<file path="src/rtl/flux_interval_to_mfm_word_core_assert.svh">
// ---------------------------------------------------------------------------
// Assertion macros for the flux interval to MFM word core
// Concurrent checks that sample on clk and are held off during reset.
// ---------------------------------------------------------------------------
`ifndef FLUX_INTERVAL_TO_MFM_WORD_CORE_ASSERT_SVH
`define FLUX_INTERVAL_TO_MFM_WORD_CORE_ASSERT_SVH

`ifndef SYNTHESIS

// Same-cycle implication.
`define FIMW_ASSERT_IMPLY(label, ante, cons) \
	label: assert property (@(posedge clk) disable iff (!arst_n) (ante) |-> (cons)) \
	else $error("fimw assertion failed");

// Next-cycle implication.
`define FIMW_ASSERT_NEXT(label, ante, cons) \
	label: assert property (@(posedge clk) disable iff (!arst_n) (ante) |=> (cons)) \
	else $error("fimw assertion failed");

`else

`define FIMW_ASSERT_IMPLY(label, ante, cons)
`define FIMW_ASSERT_NEXT(label, ante, cons)

`endif

`endif

</file>
<file path="src/rtl/fimw_pkg.sv">
// ---------------------------------------------------------------------------
// fimw_pkg
// Types and constants shared by the flux interval to MFM word decoder.
// ---------------------------------------------------------------------------
package fimw_pkg;

	localparam int FLUX_W    = 16;
	localparam int PEND_W    = 20;
	localparam int UNITS_W   = 12;
	localparam int WORD_W    = 16;
	localparam int BYTE_W    = 8;
	localparam int TOL_W     = 6;
	localparam int SHIFTS_W  = 4;
	localparam int CFG_IDX_W = 1;

	// Register indexes of the configuration port.
	localparam logic [CFG_IDX_W-1:0] CFG_TOL  = 1'b0;
	localparam logic [CFG_IDX_W-1:0] CFG_SYNC = 1'b1;

	localparam logic [TOL_W-1:0]  TOL_RESET  = 6'd8;
	localparam logic [WORD_W-1:0] SYNC_RESET = 16'h4489;

	localparam logic [FLUX_W-1:0] OVERFLOW_UNITS = 16'hFFFF;
	localparam logic [PEND_W-1:0] PENDING_MAX    = 20'hFFFFF;

	// Any total of at least 64 us already gives 32 cells, which is above
	// every allowed cell limit, so the quantizer only ever sees 12 bits.
	localparam logic [UNITS_W-1:0] CLAMP_UNITS = 12'd2560;

	// x / 40 = (x >> 3) / 5, and (y * 205) >> 10 is exact for y < 1024.
	localparam logic [7:0] RECIP_5 = 8'd205;

	typedef enum logic [1:0] {
		ST_IDLE,
		ST_QUANT,
		ST_SHIFT,
		ST_DRAIN
	} fimw_state_t;

	typedef struct packed {
		logic                done;
		logic [SHIFTS_W-1:0] shifts;
	} quant_res_t;

	function automatic logic [BYTE_W-1:0] pick_data(input logic [WORD_W-1:0] w);
		logic [BYTE_W-1:0] r;
		for (int i = 0; i < BYTE_W; i++) begin
			r[i] = w[2*i];
		end
		return r;
	endfunction

	function automatic logic [BYTE_W-1:0] pick_clock(input logic [WORD_W-1:0] w);
		logic [BYTE_W-1:0] r;
		for (int i = 0; i < BYTE_W; i++) begin
			r[i] = w[2*i+1];
		end
		return r;
	endfunction

endpackage

</file>
<file path="src/rtl/fimw_quant.sv">
// ---------------------------------------------------------------------------
// fimw_quant
// Two-stage quantizer: flux units to microseconds, then to a bitcell count.
// ---------------------------------------------------------------------------
module fimw_quant import fimw_pkg::*; #(
	parameter int MAX_SHIFTS = 8
) (
	input  logic               clk,
	input  logic               arst_n,
	input  logic               start,
	input  logic [UNITS_W-1:0] units,
	input  logic [TOL_W-1:0]   window_tolerance,
	output quant_res_t         res
);

	logic                v_s1;
	logic [16:0]         prod_s1;
	logic [UNITS_W-1:0]  units_s1;
	logic                v_s2;
	logic [SHIFTS_W-1:0] shifts_s2;

	logic [6:0]         quot;
	logic [6:0]         quot_inc;
	logic [6:0]         ref_us;
	logic [UNITS_W:0]   ref_scaled;
	logic [UNITS_W:0]   lo_sum;
	logic [UNITS_W:0]   hi_sum;
	logic [6:0]         q_us;
	logic [5:0]         half;
	logic [SHIFTS_W-1:0] shifts_d;

	always_ff @(posedge clk or negedge arst_n) begin
		if (!arst_n) begin
			v_s1 <= 1'b0;
			v_s2 <= 1'b0;
		end else begin
			v_s1 <= start;
			v_s2 <= v_s1;
		end
	end

	// Stage one: the divide by forty as a reciprocal multiplication.
	always_ff @(posedge clk) begin
		if (start) begin
			prod_s1  <= 17'(units[UNITS_W-1:3]) * 17'(RECIP_5);
			units_s1 <= units;
		end
	end

	// Stage two: even reference, tolerance window and cell limit.
	always_comb begin
		quot       = prod_s1[16:10];
		quot_inc   = quot + 7'd1;
		ref_us     = {quot_inc[6:1], 1'b0};
		ref_scaled = (13'(ref_us) << 5) + (13'(ref_us) << 3);
		lo_sum     = 13'(units_s1) + 13'(window_tolerance);
		hi_sum     = ref_scaled + 13'(window_tolerance);
		if (lo_sum < ref_scaled) begin
			q_us = ref_us - 7'd1;
		end else if (13'(units_s1) > hi_sum) begin
			q_us = ref_us + 7'd1;
		end else begin
			q_us = ref_us;
		end
		half = q_us[6:1];
		if (half > 6'(MAX_SHIFTS)) begin
			shifts_d = SHIFTS_W'(MAX_SHIFTS);
		end else begin
			shifts_d = half[SHIFTS_W-1:0];
		end
	end

	always_ff @(posedge clk) begin
		if (v_s1) begin
			shifts_s2 <= shifts_d;
		end
	end

	assign res.done   = v_s2;
	assign res.shifts = shifts_s2;

endmodule

</file>
<file path="config.mk">
export PLATFORM = sky130hd
export DESIGN_NAME = fimw_quant
export DESIGN_NICKNAME = d
export VERILOG_FILES = /design/src/rtl/flux_interval_to_mfm_word_core_assert.svh /design/src/rtl/fimw_pkg.sv /design/src/rtl/fimw_quant.sv
export SDC_FILE = /design/constraint.sdc
export NUM_CORES = 1
export LEC_CHECK = 0
export BUFFER_PORTS_ARGS = -buffer_cell sky130_fd_sc_hd__buf_2
export CAP_MARGIN = 20
export CORE_ASPECT_RATIO = 1.1
export CORE_MARGIN = 2
export CORE_UTILIZATION = 53
export CTS_CLUSTER_SIZE = 8
export DETAILED_ROUTE_END_ITERATION = 16
export GPL_TIMING_DRIVEN = 0
export PLACE_DENSITY_LB_ADDON = 0.1
export SKIP_CTS_REPAIR_TIMING = 1
export SYNTH_ARGS = -nofsm -noshare
export SYNTH_HDL_FRONTEND = slang
export SYNTH_SLANG_ARGS = --single-unit
</file>
<file path="constraint.sdc">
create_clock -name clk -period 3.7 [get_ports clk]
set_clock_uncertainty 0.15 [all_clocks]
set_input_delay 0.37 -clock clk [delete_from_list [all_inputs] [get_ports clk]]
set_output_delay 0.37 -clock clk [all_outputs]
set_load 0.01 [all_outputs]
</file>
==> flow_metrics.tcl <==
set metrics [dict create \
    synth.distinct_cells 51 \
    fillerInstances 441 \
    dieArea_sq_um 6410 \
    synth-async-reset-ratio 0.0800 \
    crit_fanout 7 \
    tritoncts "done" \
    io_pins 26 \
    num_rows 29 \
    place_hpwl_um 4690 \
    antenna_cells 0 \
    grt_max_degree 21 \
    area_growth_pct 26.4 \
    fin_crit_ns 3.96 \
    initialDrtViolationCount 43 \
    ff2ff_path_depth 14 \
    syn_nets 397 \
    initial_core_util 0.542 \
    yosys_warnings 0 \
    layout_common_cells "ha_1, inv_1, edfxtp_1, buf_2, buf_4" \
    hp-start "units[0]" \
    power.density_nw_per_um2 790 \
    violations "negative setup slack" \
    fin_cells 422 \
    setup-tns-final_ns -0.579 \
    crit_required_ns 3.58 \
    hold_depth 1 \
    dp_worst_setup_slack_ns -0.417 \
    reg2reg_to "shifts_s2[3]" \
    coreArea_sq_um 5660 \
    finalPower_mw 3.06 \
    p_leak_nw 1.75 \
    synth_top_cell_by_area "ha_1" \
    clock_latency_ns 0.27 \
    fin_crit_sh 1.07 \
    synth-seq-area-share 0.242 \
    first_pass_iters 3 \
    synth_enable_flop_cells 23 \
    synth_seq_cells 25 \
    gr-usage-all-layers 0.181 \
    multiInputGateArea_sq_um 2440 \
    r2r_setup_slack_ns -0.26 \
    yosysTopAreaCellShare 0.261 \
    totalWireLength_um 5950 \
    cap_violations 0 \
    ys_top_cells_by_area "ha_1, edfxtp_1, fa_1, inv_1, xnor2_1" \
    holdPathEnd "units_s1[0]" \
    place_congestion 0.823 \
    ir_drop_mv 0.424 \
    mostFrequentLayoutCell "ha_1" \
    port_buffers 25 \
    die_h_um 83.8 \
    regArea_sq_um 741 \
    synth_ff_type "edfxtp_1" \
    final_util 0.684 \
    ant_nets 0 \
    slew_viol_final 0 \
    max_freq_mhz 253 \
    worst_slack_ns -0.258 \
    status "finished, violations left" \
    grt_pass1_vias 2172 \
    syn_area_per_cell_sq_um 10.3 \
    viasPerCell 5.29 \
    clock_path_buffers 2 \
    nets 445 \
    hold_viol 0 \
    htreeDepth 1 \
    cp-end-kind "flop" \
    cts_buffers 3 \
    path_class "reg2reg" \
    drc 0 \
    die_w_um 76.5 \
    rsz0062_at_grt "yes" \
    vias 2233 \
    worstMarginPinSlew_ns 0.421 \
    syn_area_sq_um 3070 \
    antenna_found_initial 0 \
    gr-total-overflow 0 \
    clock-sinks 25 \
    grt_pass1_wl_um 9330 \
    wl_per_cell_um 14.1 \
    cts-root-buf "clkbuf_8" \
    min_path_type "in2reg" \
    relSlewSlack 0.715 \
    synth_cells 298 \
    clk_pin_slew_ns 0.09 \
    cp-start-kind "flop" \
    setup_viol 4 \
    dp.cells 400 \
    r2r-start "units_s1[2]" \
    final_layout_size_suffix_gt1_frac 0.316 \
    worst_ep_arrival_time_ns 3.83 \
]
## routing by layer
| layer | share of wire | GRT usage |
|---|---|---|
| met5 | 0 | 0 |
| met1 | 0.41 | 0.219 |
| met4 | 0.022 | 0.0645 |
| met3 | 0.012 | 0.0130 |
| met2 | 0.56 | 0.336 |
## kinds of logic after synthesis
kind of cell	synth area share
flip-flops	0.242
AND/OR/NAND/NOR	0.108
XOR/XNOR	0.106
buffers and inverters	0.0780
multiplexers	0.00694
AO/OA/AOI/OAI	0.107
adder cells (fa/ha/maj)	0.353
## sequential cells by signal, indices dropped and copies added, names as in the netlist
register / flops
shifts_s2: 4
v_s2: 1
v_s1: 1
units_s1: 10
prod_s1: 9
## worst max-delay path, stage by stage (launching register included)
cell and delay, ns:
edfxtp_1 0.39, ha_1 0.32, a21oi_2 0.21, a21boi_1 0.11
o21a_1 0.19, o21a_2 0.24, o211ai_1 0.22, xnor2_1 0.17
ha_1 0.27, a211o_1 0.27, a21oi_2 0.14, o21ai_2 0.14
or3_4 0.36, xnor2_1 0.16, or3_1 0.37
## through the flow
step	cell area (sq um)	hold slack, ns
after CTS	3460	-0.299
after detailed placement	3420	0.00587
after floorplan	3190	-0.0756
after global routing	3870	0.103
final	3870	0.120
after global placement	3420	0.00439
## cell type report
cell class	count	area share
multi-input combinational	215	0.629
buffer	6	0.0129
clock buffer	3	0.0107
clock inverter	1	0.00194
tap	77	0.0249
inverter	52	0.0504
timing repair buffer	43	0.0788
sequential	25	0.191
## cell usage after synthesis (2+ instances only)
| master | number |
|---|---|
| o21ai_0 | 4 |
| o21ai_1 | 2 |
| o21a_1 | 6 |
| fa_1 | 14 |
| buf_6 | 2 |
| a21oi_1 | 9 |
| and3_1 | 4 |
| o21bai_1 | 2 |
| nor2_1 | 9 |
| nor3_1 | 3 |
| nand4_1 | 4 |
| a21o_1 | 4 |
| o22ai_1 | 2 |
| inv_1 | 52 |
| a41oi_1 | 2 |
| o2111ai_1 | 3 |
| ha_1 | 64 |
| nand2b_1 | 3 |
| xnor2_1 | 20 |
| or3_1 | 2 |
| dfrtp_1 | 2 |
| nand2_1 | 9 |
| a31oi_1 | 5 |
| xor2_1 | 12 |
| o211ai_1 | 2 |
| nor4_1 | 5 |
| a211o_1 | 2 |
| nand3_1 | 4 |
| buf_2 | 2 |
| edfxtp_1 | 23 |
## how the worst max path moves through the flow
| stage | startpoint | end | slack, ns | cells after the start |
|---|---|---|---|---|
| finish | units_s1[2] | shifts_s2[3] | -0.26 | 14 |
| global route | prod_s1[13] | shifts_s2[3] | -0.42 | 17 |
| CTS | prod_s1[11] | shifts_s2[3] | -0.39 | 14 |
| detailed placement | units[6] | prod_s1[16] | -0.42 | 14 |
| global placement | prod_s1[11] | shifts_s2[3] | -0.40 | 14 |
| floorplan | prod_s1[11] | shifts_s2[3] | -0.03 | 16 |
## report_power, final
group          switching [mW]  leakage (nW)  internal (mW)  total, mW
combinational            1.28          1.48           1.17       2.45
sequential             0.0406         0.254          0.409      0.450
clock                  0.0847        0.0217         0.0763      0.161
total                    1.40          1.75           1.66       3.06
No activity file was read; power rests on OpenSTA's default activity.
